===== config.mk =====
export PLATFORM = sky130hd
export DESIGN_NAME = timing_wheel_scheduler_unit
export DESIGN_NICKNAME = d
export VERILOG_FILES = /design/src/sv/twsu_pkg.sv /design/src/sv/twsu_ram.sv /design/src/sv/twsu_front.sv /design/src/sv/twsu_fifo.sv /design/src/sv/twsu_div.sv /design/src/sv/twsu_back.sv /design/src/sv/timing_wheel_scheduler_unit.sv
export SDC_FILE = /design/constraint.sdc
export NUM_CORES = 2
export LEC_CHECK = 0
export ABC_AREA = 0
export BUFFER_PORTS_ARGS = -buffer_cell sky130_fd_sc_hd__buf_2
export CAP_MARGIN = 30
export CORE_MARGIN = 2
export CORE_UTILIZATION = 43
export DETAILED_ROUTE_END_ITERATION = 6
export SYNTH_ARGS = -nofsm -noshare
export SYNTH_HDL_FRONTEND = slang
export SYNTH_HIERARCHICAL = 1
export SYNTH_SLANG_ARGS = --single-unit

===== constraint.sdc =====
create_clock -name clk -period 7.2 [get_ports clk]
set_input_delay 1.08 -clock clk [delete_from_list [all_inputs] [get_ports clk]]
set_output_delay 1.08 -clock clk [all_outputs]
set_load 0.02 [all_outputs]

===== src/sv/twsu_pkg.sv =====
// ----------------------------------------------------------------------------
// twsu_pkg: shared types and constants of the timing wheel scheduler
// Widths, operation and status codes, queue command and result records.
// ----------------------------------------------------------------------------
`default_nettype none

package twsu_pkg;

  localparam int NUM_SLOTS  = 64;   // power of two: slot math is a mask
  localparam int MAX_TIMERS = 64;
  localparam int SLOT_W     = $clog2(NUM_SLOTS);
  localparam int HANDLE_W   = 6;
  localparam int TURNS_W    = 25;
  localparam int STATUS_W   = 3;
  localparam int TMO_W      = 32;
  localparam int SI_W       = 16;
  localparam int SCAN_W     = $clog2(MAX_TIMERS) + 1;
  localparam int FIFO_DEPTH = 4;
  localparam int FIFO_AW    = $clog2(FIFO_DEPTH);
  localparam int IN_DATA_W  = 40;
  localparam int OUT_DATA_W = 40;

  typedef enum logic [1:0] {
    OP_ADD  = 2'd0,
    OP_DEL  = 2'd1,
    OP_TICK = 2'd2,
    OP_NONE = 2'd3
  } op_t;

  typedef enum logic [1:0] {
    K_ADD  = 2'd0,
    K_NEG  = 2'd1,
    K_DEL  = 2'd2,
    K_TICK = 2'd3
  } kind_t;

  typedef enum logic [STATUS_W-1:0] {
    ST_ADDED    = 3'd0,
    ST_NEG      = 3'd1,
    ST_FULL     = 3'd2,
    ST_DELETED  = 3'd3,
    ST_DEL_FREE = 3'd4,
    ST_EXPIRED  = 3'd5
  } status_t;

  typedef struct packed {
    kind_t                kind;
    logic [TMO_W-2:0]     tmo;
    logic [HANDLE_W-1:0]  handle;
  } cmd_t;

  typedef struct packed {
    status_t              status;
    logic [HANDLE_W-1:0]  entry;
    logic [SLOT_W-1:0]    slot;
    logic [TURNS_W-1:0]   turns;
    logic                 last;
  } res_t;

endpackage

`default_nettype wire


===== src/sv/twsu_ram.sv =====
// ----------------------------------------------------------------------------
// twsu_ram: generic single-write, single-read RAM
// One write port, one read port with registered read data.
// ----------------------------------------------------------------------------
`default_nettype none

module twsu_ram #(
  parameter int WIDTH = 8,
  parameter int DEPTH = 64
) (
  input  wire logic                     clk,
  input  wire logic                     wr_en,
  input  wire logic [$clog2(DEPTH)-1:0] wr_addr,
  input  wire logic [WIDTH-1:0]         wr_data,
  input  wire logic [$clog2(DEPTH)-1:0] rd_addr,
  output      logic [WIDTH-1:0]         rd_data
);

  logic [WIDTH-1:0] mem [DEPTH];

  always_ff @(posedge clk) begin
    if (wr_en) begin
      mem[wr_addr] <= wr_data;
    end
    rd_data <= mem[rd_addr];
  end

endmodule

`default_nettype wire


===== src/sv/twsu_front.sv =====
// ----------------------------------------------------------------------------
// twsu_front: input stage
// Takes stream transfers, classifies the operation, drops unknown ops.
// ----------------------------------------------------------------------------
`default_nettype none

module twsu_front (
  input  wire logic                           clk,
  input  wire logic                           rst_n,
  input  wire logic                           in_tvalid,
  output      logic                           in_tready,
  input  wire logic [twsu_pkg::IN_DATA_W-1:0] in_tdata,
  input  wire logic [1:0]                     in_tuser,
  output      logic                           cmd_valid,
  output      twsu_pkg::cmd_t                 cmd,
  input  wire logic                           cmd_ready
);

  logic           v_r, v_nxt;
  twsu_pkg::cmd_t cmd_r, cmd_nxt;
  logic           acc;
  logic [twsu_pkg::TMO_W-1:0] tmo;

  assign in_tready = !v_r || cmd_ready;
  assign acc       = in_tvalid && in_tready;
  assign tmo       = in_tdata[twsu_pkg::TMO_W-1:0];
  assign cmd_valid = v_r;
  assign cmd       = cmd_r;

  always_comb begin
    v_nxt   = v_r && !cmd_ready;
    cmd_nxt = cmd_r;
    if (acc) begin
      v_nxt          = 1'b1;
      cmd_nxt.tmo    = tmo[twsu_pkg::TMO_W-2:0];
      cmd_nxt.handle = in_tdata[twsu_pkg::TMO_W +: twsu_pkg::HANDLE_W];
      case (twsu_pkg::op_t'(in_tuser))
        twsu_pkg::OP_ADD:  cmd_nxt.kind = tmo[twsu_pkg::TMO_W-1] ? twsu_pkg::K_NEG
                                                                 : twsu_pkg::K_ADD;
        twsu_pkg::OP_DEL:  cmd_nxt.kind = twsu_pkg::K_DEL;
        twsu_pkg::OP_TICK: cmd_nxt.kind = twsu_pkg::K_TICK;
        default: begin
          // unknown op: no result, no state change
          cmd_nxt.kind = twsu_pkg::K_TICK;
          v_nxt        = 1'b0;
        end
      endcase
    end
  end

  always_ff @(posedge clk) begin
    if (!rst_n) begin
      v_r <= 1'b0;
    end else begin
      v_r <= v_nxt;
    end
    cmd_r <= cmd_nxt;
  end

endmodule

`default_nettype wire


===== src/sv/twsu_fifo.sv =====
// ----------------------------------------------------------------------------
// twsu_fifo: command queue between front and back
// Small register FIFO of classified commands.
// ----------------------------------------------------------------------------
`default_nettype none

module twsu_fifo (
  input  wire logic           clk,
  input  wire logic           rst_n,
  input  wire logic           push_valid,
  output      logic           push_ready,
  input  wire twsu_pkg::cmd_t push_data,
  output      logic           pop_valid,
  input  wire logic           pop_ready,
  output      twsu_pkg::cmd_t pop_data
);

  twsu_pkg::cmd_t                   mem_r [twsu_pkg::FIFO_DEPTH];
  logic [twsu_pkg::FIFO_AW-1:0]     wp_r, wp_nxt, rp_r, rp_nxt;
  logic [twsu_pkg::FIFO_AW:0]       cnt_r, cnt_nxt;
  logic                             do_push, do_pop;

  assign push_ready = cnt_r != (twsu_pkg::FIFO_AW+1)'(twsu_pkg::FIFO_DEPTH);
  assign pop_valid  = cnt_r != '0;
  assign pop_data   = mem_r[rp_r];
  assign do_push    = push_valid && push_ready;
  assign do_pop     = pop_valid && pop_ready;

  always_comb begin
    wp_nxt  = do_push ? wp_r + 1'b1 : wp_r;
    rp_nxt  = do_pop  ? rp_r + 1'b1 : rp_r;
    cnt_nxt = cnt_r;
    if (do_push && !do_pop) begin
      cnt_nxt = cnt_r + 1'b1;
    end else if (do_pop && !do_push) begin
      cnt_nxt = cnt_r - 1'b1;
    end
  end

  always_ff @(posedge clk) begin
    if (!rst_n) begin
      wp_r  <= '0;
      rp_r  <= '0;
      cnt_r <= '0;
    end else begin
      wp_r  <= wp_nxt;
      rp_r  <= rp_nxt;
      cnt_r <= cnt_nxt;
    end
    if (do_push) begin
      mem_r[wp_r] <= push_data;
    end
  end

endmodule

`default_nettype wire


===== src/sv/twsu_div.sv =====
// ----------------------------------------------------------------------------
// twsu_div: restoring divider
// 31-bit unsigned dividend by 16-bit divisor, one quotient bit per cycle.
// ----------------------------------------------------------------------------
`default_nettype none

module twsu_div (
  input  wire logic                          clk,
  input  wire logic                          rst_n,
  input  wire logic                          start,
  input  wire logic [twsu_pkg::TMO_W-2:0]    dividend,
  input  wire logic [twsu_pkg::SI_W-1:0]     divisor,
  output      logic                          busy,
  output      logic                          done,
  output      logic [twsu_pkg::TMO_W-2:0]    quotient
);

  localparam int QW = twsu_pkg::TMO_W - 1;
  localparam int CW = $clog2(QW);

  logic                          busy_r, busy_nxt;
  logic                          done_r, done_nxt;
  logic [CW-1:0]                 cnt_r, cnt_nxt;
  logic [QW-1:0]                 q_r, q_nxt;
  logic [twsu_pkg::SI_W-1:0]     rem_r, rem_nxt, dvs_r, dvs_nxt;
  logic [twsu_pkg::SI_W:0]       sh, diff;

  assign busy     = busy_r;
  assign done     = done_r;
  assign quotient = q_r;
  assign sh       = {rem_r, q_r[QW-1]};
  assign diff     = sh - {1'b0, dvs_r};

  always_comb begin
    busy_nxt = busy_r;
    done_nxt = 1'b0;
    cnt_nxt  = cnt_r;
    q_nxt    = q_r;
    rem_nxt  = rem_r;
    dvs_nxt  = dvs_r;
    if (start) begin
      busy_nxt = 1'b1;
      cnt_nxt  = CW'(QW - 1);
      q_nxt    = dividend;
      rem_nxt  = '0;
      dvs_nxt  = divisor;
    end else if (busy_r) begin
      if (!diff[twsu_pkg::SI_W]) begin
        rem_nxt = diff[twsu_pkg::SI_W-1:0];
        q_nxt   = {q_r[QW-2:0], 1'b1};
      end else begin
        rem_nxt = sh[twsu_pkg::SI_W-1:0];
        q_nxt   = {q_r[QW-2:0], 1'b0};
      end
      cnt_nxt = cnt_r - 1'b1;
      if (cnt_r == '0) begin
        busy_nxt = 1'b0;
        done_nxt = 1'b1;
      end
    end
  end

  always_ff @(posedge clk) begin
    if (!rst_n) begin
      busy_r <= 1'b0;
      done_r <= 1'b0;
    end else begin
      busy_r <= busy_nxt;
      done_r <= done_nxt;
    end
    cnt_r <= cnt_nxt;
    q_r   <= q_nxt;
    rem_r <= rem_nxt;
    dvs_r <= dvs_nxt;
  end

endmodule

`default_nettype wire


===== src/sv/twsu_back.sv =====
// ----------------------------------------------------------------------------
// twsu_back: timer table engine
// Executes add, delete and tick commands against the timer table.
// ----------------------------------------------------------------------------
`default_nettype none

module twsu_back (
  input  wire logic                       clk,
  input  wire logic                       rst_n,
  input  wire logic [twsu_pkg::SI_W-1:0]  slot_interval,
  input  wire logic                       cmd_valid,
  output      logic                       cmd_ready,
  input  wire twsu_pkg::cmd_t             cmd,
  output      logic                       res_valid,
  input  wire logic                       res_ready,
  output      twsu_pkg::res_t             res
);

  localparam int HW = twsu_pkg::HANDLE_W;
  localparam int SW = twsu_pkg::SLOT_W;
  localparam int TW = twsu_pkg::TURNS_W;
  localparam int RW = TW + SW;

  typedef enum logic [5:0] {
    S_IDLE = 6'b000001,
    S_ADD  = 6'b000010,
    S_EMIT = 6'b000100,
    S_TRD  = 6'b001000,
    S_TEV  = 6'b010000,
    S_TFIN = 6'b100000
  } state_t;

  state_t                          state_r, state_nxt;
  logic [twsu_pkg::MAX_TIMERS-1:0] used_r, used_nxt;
  logic [SW-1:0]                   cur_r, cur_nxt;
  logic [twsu_pkg::SCAN_W-1:0]     k_r, k_nxt;
  logic [HW-1:0]                   kidx;
  logic                            found_r, found_nxt, qdone_r, qdone_nxt;
  logic [HW-1:0]                   fh_r, fh_nxt, ph_r, ph_nxt;
  logic                            pv_r, pv_nxt;
  twsu_pkg::cmd_t                  c_r, c_nxt;
  twsu_pkg::res_t                  em_r, em_nxt, out_r, out_nxt, ld_data;
  logic                            ov_r, ov_nxt, ld, ofree;
  logic                            div_start, div_busy, div_done;
  logic [twsu_pkg::TMO_W-2:0]      div_q, count;
  logic [twsu_pkg::SI_W-1:0]       dvs;
  logic                            we;
  logic [HW-1:0]                   wa;
  logic [RW-1:0]                   wd, rd;
  logic [TW-1:0]                   rd_turns;
  logic [SW-1:0]                   rd_slot;
  logic                            hit, exp_fire;

  assign kidx      = k_r[HW-1:0];
  assign cmd_ready = state_r == S_IDLE;
  assign res_valid = ov_r;
  assign res       = out_r;
  assign ofree     = !ov_r || res_ready;
  assign dvs       = (slot_interval == '0) ? twsu_pkg::SI_W'(1) : slot_interval;
  assign count     = (div_q == '0) ? (twsu_pkg::TMO_W-1)'(1) : div_q;
  assign rd_turns  = rd[RW-1:SW];
  assign rd_slot   = rd[SW-1:0];
  assign hit       = used_r[kidx] && (rd_slot == cur_r);
  assign exp_fire  = (state_r == S_TEV) && hit && (rd_turns == '0) && (!pv_r || ofree);

  twsu_div u_div (
    .clk      (clk),
    .rst_n    (rst_n),
    .start    (div_start),
    .dividend (c_nxt.tmo),
    .divisor  (dvs),
    .busy     (div_busy),
    .done     (div_done),
    .quotient (div_q)
  );

  twsu_ram #(.WIDTH(RW), .DEPTH(twsu_pkg::MAX_TIMERS)) u_tab (
    .clk     (clk),
    .wr_en   (we),
    .wr_addr (wa),
    .wr_data (wd),
    .rd_addr (kidx),
    .rd_data (rd)
  );

  always_comb begin
    state_nxt = state_r;
    used_nxt  = used_r;
    cur_nxt   = cur_r;
    k_nxt     = k_r;
    found_nxt = found_r;
    qdone_nxt = qdone_r || div_done;
    fh_nxt    = fh_r;
    ph_nxt    = ph_r;
    pv_nxt    = pv_r;
    c_nxt     = c_r;
    em_nxt    = em_r;
    div_start = 1'b0;
    we        = 1'b0;
    wa        = kidx;
    wd        = rd;
    ld        = 1'b0;
    ld_data   = em_r;

    case (state_r)
      S_IDLE: begin
        if (cmd_valid) begin
          c_nxt  = cmd;
          em_nxt = '{status: twsu_pkg::ST_NEG, entry: '0, slot: '0, turns: '0,
                     last: 1'b1};
          case (cmd.kind)
            twsu_pkg::K_NEG: state_nxt = S_EMIT;
            twsu_pkg::K_DEL: begin
              if (used_r[cmd.handle]) begin
                used_nxt[cmd.handle] = 1'b0;
                em_nxt.status        = twsu_pkg::ST_DELETED;
                em_nxt.entry         = cmd.handle;
              end else begin
                em_nxt.status = twsu_pkg::ST_DEL_FREE;
              end
              state_nxt = S_EMIT;
            end
            twsu_pkg::K_ADD: begin
              div_start = 1'b1;
              k_nxt     = '0;
              found_nxt = 1'b0;
              qdone_nxt = 1'b0;
              state_nxt = S_ADD;
            end
            default: begin
              k_nxt     = '0;
              pv_nxt    = 1'b0;
              state_nxt = S_TRD;
            end
          endcase
        end
      end

      S_ADD: begin
        // lowest free handle, one entry per cycle, beside the divider
        if (!found_r && !k_r[twsu_pkg::SCAN_W-1]) begin
          if (!used_r[kidx]) begin
            found_nxt = 1'b1;
            fh_nxt    = kidx;
          end
          k_nxt = k_r + 1'b1;
        end
        if (qdone_r && (found_r || k_r[twsu_pkg::SCAN_W-1])) begin
          if (!found_r) begin
            em_nxt.status = twsu_pkg::ST_FULL;
          end else begin
            em_nxt.status = twsu_pkg::ST_ADDED;
            em_nxt.entry  = fh_r;
            em_nxt.slot   = cur_r + count[SW-1:0];
            em_nxt.turns  = count[twsu_pkg::TMO_W-2:SW];
            used_nxt[fh_r] = 1'b1;
            we = 1'b1;
            wa = fh_r;
            wd = {em_nxt.turns, em_nxt.slot};
          end
          state_nxt = S_EMIT;
        end
      end

      S_EMIT: begin
        if (ofree) begin
          ld        = 1'b1;
          state_nxt = S_IDLE;
        end
      end

      S_TRD: state_nxt = S_TEV;

      S_TEV: begin
        ld_data = '{status: twsu_pkg::ST_EXPIRED, entry: ph_r, slot: cur_r,
                    turns: '0, last: 1'b0};
        if (hit && rd_turns != '0) begin
          we = 1'b1;
          wd = {rd_turns - 1'b1, rd_slot};
        end
        if (exp_fire) begin
          ld             = pv_r;
          used_nxt[kidx] = 1'b0;
          ph_nxt         = kidx;
          pv_nxt         = 1'b1;
        end
        if (!hit || rd_turns != '0 || exp_fire) begin
          k_nxt     = k_r + 1'b1;
          state_nxt = (kidx == HW'(twsu_pkg::MAX_TIMERS - 1)) ? S_TFIN : S_TRD;
        end
      end

      S_TFIN: begin
        ld_data = '{status: twsu_pkg::ST_EXPIRED, entry: ph_r, slot: cur_r,
                    turns: '0, last: 1'b1};
        if (!pv_r || ofree) begin
          ld        = pv_r;
          pv_nxt    = 1'b0;
          cur_nxt   = cur_r + 1'b1;
          state_nxt = S_IDLE;
        end
      end

      default: state_nxt = S_IDLE;
    endcase

    ov_nxt  = ov_r && !res_ready;
    out_nxt = out_r;
    if (ld) begin
      ov_nxt  = 1'b1;
      out_nxt = ld_data;
    end
  end

  always_ff @(posedge clk) begin
    if (!rst_n) begin
      state_r <= S_IDLE;
      used_r  <= '0;
      cur_r   <= '0;
      pv_r    <= 1'b0;
      ov_r    <= 1'b0;
      found_r <= 1'b0;
      qdone_r <= 1'b0;
      k_r     <= '0;
    end else begin
      state_r <= state_nxt;
      used_r  <= used_nxt;
      cur_r   <= cur_nxt;
      pv_r    <= pv_nxt;
      ov_r    <= ov_nxt;
      found_r <= found_nxt;
      qdone_r <= qdone_nxt;
      k_r     <= k_nxt;
    end
    fh_r  <= fh_nxt;
    ph_r  <= ph_nxt;
    c_r   <= c_nxt;
    em_r  <= em_nxt;
    out_r <= out_nxt;
  end

`ifndef SYNTHESIS
  a_pend_in_tick: assert property (@(posedge clk) disable iff (!rst_n)
    pv_r |-> (state_r == S_TRD || state_r == S_TEV || state_r == S_TFIN))
    else $error("pending expiry outside tick scan");

  a_div_in_add: assert property (@(posedge clk) disable iff (!rst_n)
    div_busy |-> state_r == S_ADD)
    else $error("divider busy outside add");

  a_expire_frees: assert property (@(posedge clk) disable iff (!rst_n)
    exp_fire |=> !used_r[$past(kidx)])
    else $error("expired entry still marked used");
`endif

endmodule

`default_nettype wire


===== src/sv/timing_wheel_scheduler_unit.sv =====
// ----------------------------------------------------------------------------
// timing_wheel_scheduler_unit: hashed timing wheel, 64 slots, 64 timers
// Input stage, command queue and table engine with output register.
// ----------------------------------------------------------------------------
// Usage:
//   in_*  : one command per transfer; in_tuser = op (0 add, 1 delete, 2 tick).
//           Op 3 is dropped without a result.
//   out_* : results; out_tuser = status, out_tlast marks the final result of
//           a command. Add and delete give one result, a tick gives one per
//           expired timer (ascending handle) or none.
//   cfg_* : slot_interval write, only while the block is idle; 0 acts as 1.
// Execution:
//   Add    : waits on the 31-step serial divider.
//   Delete : front register, queue, table engine, then output register.
//   Tick   : per table entry, a registered table read, then an update.
//   One command executes at a time; the 4-entry queue and input register
//   keep taking transfers while the engine works.
// Reset: synchronous, all timers freed, current slot 0, slot_interval 1.
// Stall: a held result blocks the engine; a tick scan waits in place until
//   the output register frees, so nothing is lost or reordered.
// ----------------------------------------------------------------------------
`default_nettype none

module timing_wheel_scheduler_unit (
  input  wire logic                            clk,
  input  wire logic                            rst_n,
  // input channel
  input  wire logic                            in_tvalid,
  output      logic                            in_tready,
  input  wire logic [twsu_pkg::IN_DATA_W-1:0]  in_tdata,   // timeout[31:0], handle[37:32]
  input  wire logic [1:0]                      in_tuser,   // op
  // result channel
  output      logic                            out_tvalid,
  input  wire logic                            out_tready,
  output      logic [twsu_pkg::OUT_DATA_W-1:0] out_tdata,  // entry, target_slot, turns
  output      logic [twsu_pkg::STATUS_W-1:0]   out_tuser,  // status
  output      logic                            out_tlast,
  // configuration
  input  wire logic                            cfg_wr_en,
  input  wire logic [twsu_pkg::SI_W-1:0]       cfg_wr_data
);

  logic [twsu_pkg::SI_W-1:0] si_r, si_nxt;
  logic                      f_valid, f_ready, q_valid, q_ready;
  twsu_pkg::cmd_t            f_cmd, q_cmd;
  twsu_pkg::res_t            res;

  // slot interval register
  assign si_nxt = cfg_wr_en ? cfg_wr_data : si_r;

  always_ff @(posedge clk) begin
    if (!rst_n) begin
      si_r <= twsu_pkg::SI_W'(1);
    end else begin
      si_r <= si_nxt;
    end
  end

  twsu_front u_front (
    .clk       (clk),
    .rst_n     (rst_n),
    .in_tvalid (in_tvalid),
    .in_tready (in_tready),
    .in_tdata  (in_tdata),
    .in_tuser  (in_tuser),
    .cmd_valid (f_valid),
    .cmd       (f_cmd),
    .cmd_ready (f_ready)
  );

  twsu_fifo u_fifo (
    .clk        (clk),
    .rst_n      (rst_n),
    .push_valid (f_valid),
    .push_ready (f_ready),
    .push_data  (f_cmd),
    .pop_valid  (q_valid),
    .pop_ready  (q_ready),
    .pop_data   (q_cmd)
  );

  twsu_back u_back (
    .clk           (clk),
    .rst_n         (rst_n),
    .slot_interval (si_r),
    .cmd_valid     (q_valid),
    .cmd_ready     (q_ready),
    .cmd           (q_cmd),
    .res_valid     (out_tvalid),
    .res_ready     (out_tready),
    .res           (res)
  );

  // tdata: entry [5:0], target_slot [11:6], turns [36:12], zero pad
  assign out_tdata = {3'b000, res.turns, res.slot, res.entry};
  assign out_tuser = res.status;
  assign out_tlast = res.last;

endmodule

`default_nettype wire

==> flow_metrics.env <==
export IMPL_critical_path_top_delay_family="simple AND/OR/NAND/NOR gates"
export IMPL_cts_resized=0
export IMPL_post_cts_buffers=0
export IMPL_holdBufCountCts=0
export IMPL_arrival_ns=6.06
export IMPL_rsz0062_at_grt="false"
export IMPL_clkSinkCount=2517
export IMPL_skew_ns=0.0718
export IMPL_grt_pass1_wl_mm=372
export IMPL_synthXorXnorAreaFrac=0.00357
export IMPL_power_density_nw_per_um2=287
export IMPL_grt_max_degree=124
export IMPL_coreArea_sq_um=232000
export IMPL_fin_crit_sh=0.764
export IMPL_avgSynthCellArea_sq_um=18.5
export IMPL_finalHoldViolations=0
export IMPL_stdcell_count=8905
export IMPL_crit_chain="buf_4, and2_1, a22oi_1, nand3_1, nand4_1, o21ai_1, buf_4, nor2_1, nand2_1, nand2_1, nor2b_1, nand3_1, nor2_4, buf_4"
export IMPL_setup_viol=0
export IMPL_rows=177
export IMPL_status="completed"
export IMPL_start_kind="flip-flop"
export IMPL_syn_area_sq_um=100000
export IMPL_yosys_warnings=6
export IMPL_grt_use_total=0.217
export IMPL_ys_types=94
export IMPL_vias_per_cell=5.95
export IMPL_grt_pass1_vias=52688
export IMPL_p_seq_frac=0.510
export IMPL_ant_nets=0
export IMPL_hp_class="primary input to flip-flop"
export IMPL_cap_violations=0
export IMPL_utilization=0.491
export IMPL_drive_gt1_frac=0.233
export IMPL_worstSetupPathType="flip-flop to flip-flop"
export IMPL_yosysSeqAreaShare=0.735
export IMPL_ios=109
export IMPL_p_int_uw=25300
export IMPL_synth_top_family_by_area="multiplexers"
export IMPL_postSynthCellCount=5418
export IMPL_yosys_top_cells_area="edfxtp_1 70%, mux4_2 10%, dfxtp_1 4.0%"
export IMPL_path_common_cell="buf_4"
export IMPL_synth_ff_type="edfxtp_1"
export IMPL_antenna_found_initial=7
export IMPL_post_place_cells=8416
export IMPL_synth_top_cell_area_share=0.695
export IMPL_synthSimpleGateAreaFrac=0.0396
export IMPL_numCtsBuffers=280
export IMPL_max_stage_delay_ns=0.69
export IMPL_syn2layout_area_growth_pct=13.8
export IMPL_place_congestion=0.890
export IMPL_synth_adder_area_share=0.00485
export IMPL_die_h_um=487
export IMPL_wl_per_cell_um=29.1
export IMPL_max_slew_margin=0.316
export IMPL_die_area_sq_um=237000
export IMPL_drc=0
export IMPL_initial_core_util=0.431
export IMPL_worstPathRequired_ns=7.76
export IMPL_ys_async_sr_fraction=0
export IMPL_port_buffers=103
export IMPL_h_tree_depth=5
export IMPL_fmaxAchievable_mhz=182
export IMPL_synth_edf_count=2319
export IMPL_clock_path_buffers=4
export IMPL_vdd_ir_drop_max_mv=0.249
export IMPL_dieWidth_um=487
export IMPL_synth_compound_area_share=0.0524
export IMPL_tightest_slew_ns=1.02
export IMPL_clockPowerShare=0.413
export IMPL_via_count=52983
export IMPL_routed_wl_mm=259
export IMPL_drt_initial_drc_count=5530
export IMPL_grt_overflow=0
export IMPL_critPathSlowestCell="nand3_1"
export IMPL_period_minus_slack_ns=5.50
export IMPL_firstDrtPassIters=6
export IMPL_switchingPower_uw=7400
export IMPL_cp_num_buf_inv=3
export IMPL_synth_common_cells="2319 x edfxtp_1, 446 x mux4_2, 364 x mux2i_1"
export IMPL_cts_tree="yes"
export IMPL_endpoint_kind="flip-flop"
export IMPL_layout_nets=5758
export IMPL_cp_max_fo=23
export IMPL_ys_ff_latch=2517
export IMPL_synth_most_common_cell="edfxtp_1"
export IMPL_power_leakage_uw=0.0347
export IMPL_synth_mux_area_frac=0.146
export IMPL_cts_root_buffer="clkbuf_16"
export IMPL_synth_top_cell_by_area="edfxtp_1"
export IMPL_clk_latency_ns=0.93
export IMPL_clk_pin_slew_ns=0.06
export IMPL_hold_ws_ns=0.343
export IMPL_comb_power_share=0.077
export IMPL_hpwl_mm=149
export IMPL_p_sw_frac=0.226
export IMPL_drv_slew=0
==> state kept, by name, indices dropped and copies added, names as in the netlist, 5 cells and up, named ones only <==
register,count
u_back/res,41
si_r,16
u_back/k_r,7
u_back/used_r,64
u_back/u_div/rem_r,16
u_back/fh_r,6
u_back/u_tab/rd_data,31
u_back/cur_r,6
u_front/cmd,39
u_fifo/mem_r,156
u_back/state_r,6
u_back/u_div/cnt_r,5
u_back/u_div/dvs_r,16
u_back/ph_r,6
u_back/u_tab/mem,1984
u_back/u_div/quotient,31
u_back/c_r,31
u_back/em_r,40
==> layout make-up <==
cell class | count | area, sq um
multi-input cells | 2502 | 25500
inverters | 49 | 184
diodes | 3 | 7.51
fillers | 18918 | 118000
well taps | 3043 | 3810
clock inverters | 107 | 902
repair buffers | 308 | 2270
flip-flops and latches | 2517 | 73600
clock buffers | 376 | 7650
==> power groups by stage <==
stage / Clock [uW] / Combinational (uW) / Sequential (uW)
after floorplan: 0 / 1890 / 16800
after global placement: 0 / 2490 / 17000
after detailed placement: 0 / 2530 / 17000
after CTS: 13800 / 2540 / 16700
after global routing: 14300 / 2750 / 16700
final: 13500 / 2530 / 16700
==> routing by layer <==
metal	GRT usage	up-vias	wire length, um	share of wire
met2	0.350	2064	126000	0.48
met3	0.0403	510	18900	0.073
met1	0.293	27808	105000	0.40
met5	0	-	0	0
met4	0.0798	0	9640	0.037
li1	-	22601	-	-
==> per-stage QoR <==
stage	power (uW)	area (sq um)	worst slack (ns)	setup TNS, ns
finish	32700	114000	1.70	0
floorplan	18700	100000	-0.00313	-0.400
global route	33800	114000	1.44	0
global placement	19500	105000	1.74	0
CTS	33000	114000	1.74	0
detailed placement	19500	105000	1.78	0
==> worst paths after layout <==
| kind | cells past startpoint | to | slack [ns] | from |
|---|---|---|---|---|
| min | 1 | u_front/cmd[5] | 0.34 | in_tdata[37] |
| min reg2reg | 1 | u_back/c_r[6] | 0.47 | u_back/c_r[6] |
| max reg2reg | 14 | u_back/u_tab/mem[59][18] | 1.70 | u_back/k_r[1] |
| max | 14 | u_back/u_tab/mem[59][18] | 1.70 | u_back/k_r[1] |
==> placed cells by master, fill, tap and decap left out, drive strengths merged, types with 57 or more instances in the layout <==
cell       n
and2      84
nor3      91
edfxtp  2319
a21oi    115
mux2      85
clkinv    80
a22oi    131
dfxtp    198
nand2    138
a31oi     62
clkbuf   376
mux2i    364
buf      308
o22ai    117
mux4     446
a211oi    57
o21ai    100
nor2     159
==> kinds of logic after synthesis <==
kind of cell    count (synthesis)
buf+inv                       401
simple gates                  756
mux                           895
compound gates                771
xor+xnor                       40
other cells                     1
flops                        2517
fa+ha+maj                      37
Power figures use the tool's default switching activity.
